===== src/sv/tdq_pkg.sv =====
// Shared types and constants for the sorted timer queue.
// No dependencies; imported by every module of the block.
package tdq_pkg;

  localparam logic [29:0] NSEC_PER_SEC = 30'd1000000000;
  localparam logic [29:0] NSEC_MAX     = 30'd999999999;
  localparam logic [47:0] SEC_MAX      = 48'hFFFF_FFFF_FFFF;
  localparam int          DIV_BITS     = 63;
  localparam int          QUOT_W       = 34;

  typedef enum logic [1:0] {
    CMD_ADD    = 2'd0,
    CMD_CANCEL = 2'd1,
    CMD_FIRE   = 2'd2,
    CMD_NOP    = 2'd3
  } cmd_t;

  typedef enum logic [1:0] {
    ST_OK    = 2'd0,
    ST_BUSY  = 2'd1,
    ST_EMPTY = 2'd2,
    ST_STALE = 2'd3
  } status_t;

  typedef struct packed {
    logic [1:0]         command;
    logic [3:0]         timer_id;
    logic [47:0]        base_sec;
    logic [29:0]        base_nsec;
    logic signed [63:0] delay_ns;
  } tdq_req_t;

  typedef struct packed {
    logic [1:0]  status;
    logic        fired_valid;
    logic [3:0]  fired_id;
    logic        armed_valid;
    logic [3:0]  armed_id;
    logic [47:0] armed_sec;
    logic [29:0] armed_nsec;
    logic        arm_changed;
  } tdq_rsp_t;

endpackage


===== src/sv/tdq_div.sv =====
// Divider of a positive delay by one second in nanoseconds.
// Depends on tdq_pkg; long division in 11-bit digits by reciprocal multiply.
module tdq_div
  import tdq_pkg::*;
(
  input  logic                  clk,
  input  logic                  rst_n,
  input  logic                  start,
  input  logic [DIV_BITS-1:0]   dividend,
  output logic                  done,
  output logic [QUOT_W-1:0]     quot,
  output logic [29:0]           rem
);

  // 10^9 = 2^9 * 5^9: the low 9 bits go straight into the remainder, the upper
  // 54 bits are divided by 5^9 one 11-bit digit at a time, MSB first.
  localparam logic [20:0] DIV_ODD = 21'd1953125;
  localparam logic [32:0] RECIP   = 33'd4611686019;  // ceil(2^53 / 5^9), exact for n < 2^32
  localparam int          STEPS   = 5;

  logic [54:0]       xs_r;      // digits still to divide
  logic [8:0]        lo_r;
  logic [20:0]       r_r;       // running remainder, below 5^9
  logic [QUOT_W-1:0] q_r;
  logic [31:0]       n_r;
  logic [10:0]       qd_r;
  logic [2:0]        step_r;
  logic              ph_r;      // 0: estimate digit, 1: update remainder
  logic              run_r;
  logic              done_r;
  logic [31:0]       n_w;
  logic [64:0]       prod;
  logic [31:0]       qd_prod;
  logic [31:0]       r_diff;

  assign n_w     = {r_r, xs_r[54:44]};
  assign prod    = {33'd0, n_w} * {32'd0, RECIP};
  assign qd_prod = {21'd0, qd_r} * {11'd0, DIV_ODD};
  assign r_diff  = n_r - qd_prod;

  always_ff @(posedge clk) begin
    if (!rst_n) begin
      run_r  <= 1'b0;
      done_r <= 1'b0;
      ph_r   <= 1'b0;
      step_r <= '0;
    end else if (start) begin
      run_r  <= 1'b1;
      done_r <= 1'b0;
      ph_r   <= 1'b0;
      step_r <= '0;
    end else if (run_r) begin
      ph_r   <= !ph_r;
      run_r  <= !(ph_r && (step_r == 3'(STEPS - 1)));
      done_r <= ph_r && (step_r == 3'(STEPS - 1));
      if (ph_r) begin
        step_r <= step_r + 3'd1;
      end
    end else begin
      done_r <= 1'b0;
    end
  end

  always_ff @(posedge clk) begin
    if (start) begin
      xs_r <= {1'b0, dividend[DIV_BITS-1:9]};
      lo_r <= dividend[8:0];
      r_r  <= '0;
      q_r  <= '0;
    end else if (run_r) begin
      if (!ph_r) begin
        n_r  <= n_w;
        qd_r <= prod[63:53];
      end else begin
        r_r  <= r_diff[20:0];
        q_r  <= {q_r[QUOT_W-12:0], qd_r};
        xs_r <= {xs_r[43:0], 11'd0};
      end
    end
  end

  assign done = done_r;
  assign quot = q_r;
  assign rem  = {r_r, lo_r};

endmodule


===== src/sv/timer_deadline_queue_core.sv =====
// Sorted timer queue: earliest-deadline-first list with one armed deadline.
// Depends on tdq_pkg and tdq_div; order list and deadlines live in local memories.
//
//   channel | direction | handshake          | payload
//   in_     | input     | in_valid/in_stall  | in_req  (tdq_req_t)
//   out_    | output    | out_valid/out_stall| out_rsp (tdq_rsp_t)
//
// One request at a time. Add: division and summing when the delay is positive, then
// carry/saturate, then S_INS_RD, S_INS_DRD and S_INS_CMP per entry in the backward
// insert scan, one more S_INS_RD at the head. Cancel and fire: S_RM_RD and S_RM_CHK
// per position scanned plus a final S_RM_RD; a stale firing stops after the head.
// Every request ends with a head read (no S_HD_DRD if the queue ends empty) and the
// output register. Synchronous active-low reset empties the queue; memories need no
// clearing. A stalled output holds its result; a new request is taken while it waits.
module timer_deadline_queue_core
  import tdq_pkg::*;
#(
  parameter int NUM_TIMERS = 16
)(
  input  logic     clk,
  input  logic     rst_n,
  input  logic     in_valid,
  output logic     in_stall,
  input  tdq_req_t in_req,
  output logic     out_valid,
  input  logic     out_stall,
  output tdq_rsp_t out_rsp
);

  localparam int PW = (NUM_TIMERS > 1) ? $clog2(NUM_TIMERS) : 1;  // position / slot index
  localparam int CW = $clog2(NUM_TIMERS + 1);                     // fill count

  typedef enum logic [10:0] {
    S_IDLE    = 11'b00000000001,
    S_DIV     = 11'b00000000010,
    S_CALC    = 11'b00000000100,
    S_FIX     = 11'b00000001000,
    S_INS_RD  = 11'b00000010000,
    S_INS_DRD = 11'b00000100000,
    S_INS_CMP = 11'b00001000000,
    S_RM_RD   = 11'b00010000000,
    S_RM_CHK  = 11'b00100000000,
    S_HD_RD   = 11'b01000000000,
    S_HD_DRD  = 11'b10000000000
  } state_t;

  // memories: position -> slot, slot -> {sec, nsec}
  logic [PW-1:0] ord_mem [NUM_TIMERS];
  logic [77:0]   dl_mem  [NUM_TIMERS];

  state_t          state_r;
  logic            out_pend_r;     // head read done, result waiting for output register
  tdq_req_t        req_r;
  status_t         status_r;
  logic            fired_r;
  logic [PW-1:0]   fired_id_r;
  logic            found_r;
  logic            expire_r;
  logic            pos_r;
  logic [CW-1:0]   idx_r;
  logic [CW-1:0]   cnt_r;
  logic [NUM_TIMERS-1:0] queued_r;
  logic            armed_flag_r;
  logic [PW-1:0]   armed_slot_r;
  logic            changed_r;
  logic [48:0]     key_sec_r;
  logic [30:0]     key_ns_r;
  logic [77:0]     new_key_r;
  logic [PW-1:0]   elem_r;
  logic [PW-1:0]   ord_q;
  logic [77:0]     dl_q;
  logic            out_valid_r;
  tdq_rsp_t        out_rsp_r;

  logic            in_take;
  logic [PW-1:0]   in_slot;
  logic            in_id_ok;
  logic            in_pos;
  logic [PW-1:0]   id_slot;
  logic [CW-1:0]   idx_m1;

  logic            div_start;
  logic            div_done;
  logic [QUOT_W-1:0] div_quot;
  logic [29:0]     div_rem;

  logic            ord_re;
  logic [PW-1:0]   ord_raddr;
  logic            ord_we;
  logic [PW-1:0]   ord_waddr;
  logic [PW-1:0]   ord_wdata;

  logic            carry;
  logic [48:0]     sec_fix;
  logic [30:0]     ns_fix;
  logic [77:0]     fix_key;
  logic            out_free;

  assign in_stall = (state_r != S_IDLE) || out_pend_r;
  assign in_take  = in_valid && !in_stall;
  assign in_slot  = PW'(in_req.timer_id);
  assign in_id_ok = 32'(in_req.timer_id) < NUM_TIMERS;
  assign in_pos   = !in_req.delay_ns[63] && (in_req.delay_ns != '0);
  assign id_slot  = PW'(req_r.timer_id);
  assign idx_m1   = idx_r - CW'(1);
  assign out_free = !out_valid_r || !out_stall;

  assign div_start = in_take && (in_req.command == CMD_ADD) && in_id_ok
                     && !queued_r[in_slot] && (32'(cnt_r) < NUM_TIMERS) && in_pos;

  tdq_div u_div (
    .clk      (clk),
    .rst_n    (rst_n),
    .start    (div_start),
    .dividend (in_req.delay_ns[62:0]),
    .done     (div_done),
    .quot     (div_quot),
    .rem      (div_rem)
  );

  // for a positive delay, carry once into seconds, then saturate on seconds overflow
  always_comb begin
    carry   = pos_r && (key_ns_r >= {1'b0, NSEC_PER_SEC});
    sec_fix = key_sec_r + 49'(carry);
    ns_fix  = carry ? key_ns_r - {1'b0, NSEC_PER_SEC} : key_ns_r;
    if (pos_r && sec_fix[48]) begin
      fix_key = {SEC_MAX, NSEC_MAX};
    end else begin
      fix_key = {sec_fix[47:0], ns_fix[29:0]};
    end
  end

  // order memory port control
  always_comb begin
    ord_re    = 1'b0;
    ord_raddr = '0;
    ord_we    = 1'b0;
    ord_waddr = '0;
    ord_wdata = id_slot;
    unique case (state_r)
      S_INS_RD: begin
        if (idx_r == '0) begin
          ord_we = 1'b1;
        end else begin
          ord_re    = 1'b1;
          ord_raddr = idx_m1[PW-1:0];
        end
      end
      S_INS_CMP: begin
        ord_we    = 1'b1;
        ord_waddr = idx_r[PW-1:0];
        ord_wdata = (new_key_r < dl_q) ? elem_r : id_slot;
      end
      S_RM_RD: begin
        ord_re    = (idx_r != cnt_r);
        ord_raddr = idx_r[PW-1:0];
      end
      S_RM_CHK: begin
        ord_we    = found_r;
        ord_waddr = idx_m1[PW-1:0];
        ord_wdata = ord_q;
      end
      S_HD_RD: ord_re = 1'b1;
      default: ;
    endcase
  end

  always_ff @(posedge clk) begin
    if (ord_we) begin
      ord_mem[ord_waddr] <= ord_wdata;
    end
    if (ord_re) begin
      ord_q <= ord_mem[ord_raddr];
    end
    if (state_r == S_FIX) begin
      dl_mem[id_slot] <= fix_key;
    end
    if (state_r == S_INS_DRD || state_r == S_HD_DRD) begin
      dl_q <= dl_mem[ord_q];
    end
  end

  // control state
  always_ff @(posedge clk) begin
    if (!rst_n) begin
      state_r      <= S_IDLE;
      out_pend_r   <= 1'b0;
      cnt_r        <= '0;
      queued_r     <= '0;
      armed_flag_r <= 1'b0;
      armed_slot_r <= '0;
      out_valid_r  <= 1'b0;
    end else begin
      if (out_pend_r && out_free) begin
        out_valid_r <= 1'b1;
        out_pend_r  <= 1'b0;
      end else if (out_valid_r && !out_stall) begin
        out_valid_r <= 1'b0;
      end
      unique case (state_r)
        S_IDLE: begin
          if (in_take) begin
            unique case (in_req.command)
              CMD_ADD: begin
                if (!in_id_ok || queued_r[in_slot] || (32'(cnt_r) >= NUM_TIMERS)) begin
                  state_r <= S_HD_RD;
                end else if (in_pos) begin
                  state_r <= S_DIV;
                end else begin
                  state_r <= S_FIX;
                end
              end
              CMD_CANCEL: begin
                if (in_id_ok && queued_r[in_slot]) begin
                  queued_r[in_slot] <= 1'b0;
                  state_r           <= S_RM_RD;
                end else begin
                  state_r <= S_HD_RD;
                end
              end
              CMD_FIRE: state_r <= (cnt_r == '0) ? S_HD_RD : S_RM_RD;
              default:  state_r <= S_HD_RD;
            endcase
          end
        end
        S_DIV:  if (div_done) state_r <= S_CALC;
        S_CALC: state_r <= S_FIX;
        S_FIX: begin
          queued_r[id_slot] <= 1'b1;
          state_r           <= S_INS_RD;
        end
        S_INS_RD: begin
          if (idx_r == '0) begin
            cnt_r   <= cnt_r + CW'(1);
            state_r <= S_HD_RD;
          end else begin
            state_r <= S_INS_DRD;
          end
        end
        S_INS_DRD: state_r <= S_INS_CMP;
        S_INS_CMP: begin
          if (new_key_r < dl_q) begin
            state_r <= S_INS_RD;
          end else begin
            cnt_r   <= cnt_r + CW'(1);
            state_r <= S_HD_RD;
          end
        end
        S_RM_RD: begin
          if (idx_r == cnt_r) begin
            if (found_r) cnt_r <= cnt_r - CW'(1);
            state_r <= S_HD_RD;
          end else begin
            state_r <= S_RM_CHK;
          end
        end
        S_RM_CHK: begin
          if (!found_r && expire_r && !(armed_flag_r && (ord_q == armed_slot_r))) begin
            state_r <= S_HD_RD;   // stale firing, list untouched
          end else begin
            state_r <= S_RM_RD;
            if (!found_r && expire_r) begin
              queued_r[ord_q] <= 1'b0;
            end
          end
        end
        S_HD_RD: begin
          if (cnt_r == '0) begin
            armed_flag_r <= 1'b0;
            armed_slot_r <= '0;
            out_pend_r   <= 1'b1;
            state_r      <= S_IDLE;
          end else begin
            state_r <= S_HD_DRD;
          end
        end
        S_HD_DRD: begin
          armed_flag_r <= 1'b1;
          armed_slot_r <= ord_q;
          out_pend_r   <= 1'b1;
          state_r      <= S_IDLE;
        end
        default: state_r <= S_IDLE;
      endcase
    end
  end

  // request payload and scan registers
  always_ff @(posedge clk) begin
    unique case (state_r)
      S_IDLE: begin
        if (in_take) begin
          req_r      <= in_req;
          fired_r    <= 1'b0;
          fired_id_r <= '0;
          found_r    <= 1'b0;
          expire_r   <= (in_req.command == CMD_FIRE);
          idx_r      <= '0;
          pos_r      <= in_pos;
          key_sec_r  <= {1'b0, in_req.base_sec};
          key_ns_r   <= {1'b0, in_req.base_nsec};
          if (in_req.command == CMD_ADD &&
              (!in_id_ok || queued_r[in_slot] || (32'(cnt_r) >= NUM_TIMERS))) begin
            status_r <= ST_BUSY;
          end else if (in_req.command == CMD_FIRE && cnt_r == '0) begin
            status_r <= ST_EMPTY;
          end else begin
            status_r <= ST_OK;
          end
        end
      end
      S_CALC: begin
        key_sec_r <= key_sec_r + 49'(div_quot);
        key_ns_r  <= key_ns_r + 31'(div_rem);
      end
      S_FIX: begin
        new_key_r <= fix_key;
        idx_r     <= cnt_r;
      end
      S_INS_DRD: elem_r <= ord_q;
      S_INS_CMP: idx_r  <= idx_m1;
      S_RM_CHK: begin
        idx_r <= idx_r + CW'(1);
        if (!found_r) begin
          if (expire_r) begin
            if (armed_flag_r && (ord_q == armed_slot_r)) begin
              found_r    <= 1'b1;
              fired_r    <= 1'b1;
              fired_id_r <= ord_q;
            end else begin
              status_r <= ST_STALE;
            end
          end else if (ord_q == id_slot) begin
            found_r <= 1'b1;
          end
        end
      end
      S_HD_RD: changed_r <= armed_flag_r && (cnt_r == '0);
      S_HD_DRD: changed_r <= !armed_flag_r || (ord_q != armed_slot_r);
      default: ;
    endcase
  end

  // output register, loaded after the head read once the output is free
  always_ff @(posedge clk) begin
    if (out_pend_r && out_free) begin
      out_rsp_r.status      <= status_r;
      out_rsp_r.fired_valid <= fired_r;
      out_rsp_r.fired_id    <= 4'(fired_id_r);
      out_rsp_r.armed_valid <= armed_flag_r;
      out_rsp_r.armed_id    <= armed_flag_r ? 4'(armed_slot_r) : 4'd0;
      out_rsp_r.armed_sec   <= armed_flag_r ? dl_q[77:30] : 48'd0;
      out_rsp_r.armed_nsec  <= armed_flag_r ? dl_q[29:0] : 30'd0;
      out_rsp_r.arm_changed <= changed_r;
    end
  end

  assign out_valid = out_valid_r;
  assign out_rsp   = out_rsp_r;

endmodule


===== config.mk =====
export PLATFORM = sky130hd
export DESIGN_NAME = timer_deadline_queue_core
export DESIGN_NICKNAME = d
export VERILOG_FILES = /design/src/sv/tdq_pkg.sv /design/src/sv/tdq_div.sv /design/src/sv/timer_deadline_queue_core.sv
export SDC_FILE = /design/constraint.sdc
export NUM_CORES = 2
export LEC_CHECK = 0
export ABC_AREA = 1
export BUFFER_PORTS_ARGS = -buffer_cell sky130_fd_sc_hd__buf_2
export CORE_MARGIN = 8
export CORE_UTILIZATION = 40
export DETAILED_ROUTE_END_ITERATION = 10
export GPL_ROUTABILITY_DRIVEN = 0
export GPL_TIMING_DRIVEN = 0
export MAX_ROUTING_LAYER = met4
export PLACE_DENSITY = 0.6
export SYNTH_ARGS = -nofsm -noshare
export SYNTH_HDL_FRONTEND = slang
export SYNTH_SLANG_ARGS = --single-unit

===== constraint.sdc =====
create_clock -name clk -period 8.9 [get_ports clk]
set_input_delay 1.78 -clock clk [delete_from_list [all_inputs] [get_ports clk]]
set_output_delay 1.78 -clock clk [all_outputs]
set_load 0.02 [all_outputs]

==> results.tsv <==
stage	metric	value	unit
outcome	status	complete, no violations	
die	Initial Utilization	0.402	
synth	register area share after synthesis	0.556	
timing	Final min period	7.70	ns
cts	Num Clock Sinks	1863	
synth	ys flop type	edfxtp_1	
min_path	Hold Crit Class	flop to flop	
worst_setup_path	CP Capture Type	flop	
timing	final setup skew	0.0591	ns
layout	area grow syn2layout	13.4	%
worst_setup_path	CP startpoint	u_div.xs_r[50]$_DFFE_PP_	
synth	Netlist cell types	65	
global_route	first-pass GRT wire length	465	mm
synth	Synth top area share	0.536	
worst_setup_path	Worst Path Max Fanout	11	
timing	# setup viols final	0	
cts	Clock Path Buffers	3	
synth	YS warnings	0	
worst_setup_path	Crit-path slowest cell	edfxtp_1	
die	num ports	245	
detailed_routing	ANT nets after route	0	
cts	H-Tree Depth	4	
flow_run	Max Cap Violations	0	
worst_setup_path	Critical Path Start Type	flop	
synth	Synth Instances	8761	
cts	Root Buffer	clkbuf_16	
placement	DP Area	106000	µm²
cts	number of setup buffers added after CTS	0	
worst_setup_path	CP Data Required Time	9.47	ns
detailed_routing	wire per inst	25.2	µm
timing	fmax	130	MHz
synth	asr flop ratio synth	0	
cts	worst skew pair latency	0.88	ns
timing	fin crit share	0.865	
global_route	initial antenna violation count	19	
global_route	gr usage total	0.243	
layout	Layout fillers	22200	
timing	RSZ-0062 raised after global routing	no	
die	Die Span Y	513	µm
placement	hpwl dp	242	mm
layout	final instance area	112000	µm²
worst_setup_path	Worst R2R Start	u_div.xs_r[50]$_DFFE_PP_	
detailed_routing	DR vias	70700	
worst_setup_path	kind of cell adding the most delay to the critical path	adder cells	
cts	CTS Buf Count	196	
detailed_routing	initial drt markers	7276	
detailed_routing	vias per cell	5.58	
layout	share of cells above drive strength 1	0.0812	
synth	Mapped Avg Cell Area	11.3	µm²
layout	nets@finish	10500	
timing	hold_ws	0.423	ns
synth	post-synth net total	9936	
synth	area leader, netlist	edfxtp_1	
global_route	GR Overflow Total	0	
die	row cnt	182	
detailed_routing	DRT Pass-1 Iters	8	
global_route	largest net degree at the start of global routing	60	
worst_setup_path	sum of buffers and inverters on the critical path	8	
global_route	vias in the first global route	70300	
die	die width	513	µm
timing	slew of the pin with the lowest slew margin	1.46	ns
min_path	min-delay src	fired_id_r[1]$_SDFFCE_PN0P_	
die	DIE AREA	263000	µm²
die	core area	246000	µm²
worst_setup_path	Worst path max stage delay	0.97	ns
cts	CTS tree	yes	
detailed_routing	Total Wirelength	319	mm
timing	Hold Violations, Final	0	
cts	hold buffers post-CTS	0	
placement	# port buffers	243	
timing	Rel. slew slack	0.0254	
timing	Slew Limit Fails	0	
worst_setup_path	CP Class	flop to flop	
synth	mapped cell area	98800	µm²
detailed_routing	number of remaining DRC errors	0	
synth	number of enable flip-flop cells after synthesis	1762	
cts	Reg clk slew, reported paths	0.06	ns
cts	post-CTS sizing	0	
worst_setup_path	CP Data Arrival Time	8.26	ns
synth	Yosys reg bits	1863	
synth	largest cells by area after synthesis	edfxtp_1 (54%), fa_1 (8.0%), ha_1 (8.0%)	
==> kinds of logic after synthesis <==
logic type	count (synthesis)	share of synthesized area
and+or+nand+nor	2796	0.127
DFF	1863	0.556
buffers and inverters	1589	0.0615
AOI/OAI and AO/OA	1389	0.0869
adders and majority gates	1023	0.160
xor gates and xnor gates	101	0.00895
==> sequential cells by signal, indices dropped and copies added, names as in the netlist, 5 cells and up <==
register,count
u_div.xs_r,55
queued_r,16
cnt_r,5
u_div.n_r,21
u_div.lo_r,9
u_div.qd_r,11
out_rsp,91
u_div.r_r,21
key_sec_r,49
ord_mem,64
dl_mem,1248
state_r,11
key_ns_r,31
u_div.quot,34
idx_r,5
new_key_r,78
dl_q,78
==> synthesized netlist by cell type, types with 17 or more instances <==
master,number
ha_1,629
clkbuf_1,273
o21ai_0,273
buf_2,31
nor2_1,580
nand4_1,72
nor3_1,69
nand2_1,1030
a31oi_1,334
a21oi_1,300
a21o_1,21
a211oi_1,37
nor4_1,28
fa_1,394
xnor2_1,53
xor2_1,48
dfxtp_1,101
a22oi_1,313
o22ai_1,22
or2_2,28
o21a_1,17
inv_1,1246
or4_1,78
nand3_1,851
edfxtp_1,1762
==> cell usage in the layout (no fill, tap or decap), types with 13 or more instances in the layout <==
master     synthesis  layout
edfxtp_1        1762    1762
inv_1           1246    1246
nand2_1         1030    1027
nand3_1          851     851
ha_1             629     629
nor2_1           580     562
fa_1             394     394
a31oi_1          334     334
clkbuf_1         273     326
a22oi_1          313     313
a21oi_1          300     297
buf_2             31     274
o21ai_0          273     257
clkbuf_16          0     198
dfxtp_1          101     101
or4_1             78      78
nand4_1           72      72
nor3_1            69      67
xnor2_1           53      53
buf_12             0      53
xor2_1            48      48
a211oi_1          37      37
clkinv_1           4      36
clkinv_2           0      30
or2_2             28      28
nor4_1            28      27
o22ai_1           22      22
nor2_4             5      21
a21o_1            21      21
o21ai_1            7      19
o21a_1            17      17
buf_4              2      15
o21bai_1          14      14
inv_2             13      13
buf_6              6      13
==> path summary, 6_finish.rpt <==
| kind | end | slack [ns] | cells past startpoint |
|---|---|---|---|
| min reg2reg | out_rsp[85]$_DFFE_PP_ | 0.42 | 0 |
| max reg2reg | u_div.qd_r[10]$_DFFE_PP_ | 1.20 | 26 |
| max | u_div.qd_r[10]$_DFFE_PP_ | 1.20 | 26 |
| min | out_rsp[85]$_DFFE_PP_ | 0.42 | 0 |
==> metrics by stage <==
stage / setup TNS [ns] / cells / util / worst slack, ns
5_1_grt: 0 / 12700 / 0.456 / 0.840
4_1_cts: 0 / 12700 / 0.456 / 1.13
6_report: 0 / 12700 / 0.456 / 1.20
3_3_place_gp: -3244.37 / 12200 / 0.423 / -2.82
3_5_place_dp: 0 / 12300 / 0.430 / 1.18
2_1_floorplan: 0 / 8761 / - / 2.13
==> layout make-up <==
cell class,count,area [µm²],area share
Sequential cell,1863,54900,0.490
Multi-Input combinational cell,5309,38000,0.339
Clock buffer,259,5220,0.0466
Inverter,1263,4750,0.0424
Tap cell,3220,4030,0.0360
Timing Repair Buffer,325,2690,0.0240
Buffer,326,1340,0.0120
Clock inverter,102,1090,0.00975
Antenna cell,8,20.0,0.000179
==> metal layers <==
metal / GRT usage / share of wire / up-vias / wire length, µm
li1: - / - / 32000 / -
met1: 0.303 / 0.39 / 34800 / 125000
met2: 0.389 / 0.47 / 3285 / 150000
met3: 0.0394 / 0.080 / 698 / 25500
met4: 0.112 / 0.056 / 0 / 18000
met5: - / 0 / - / 0
Power is not shown: default switching activity piles up to over one toggle a cycle in this logic, so the estimate is an artifact.
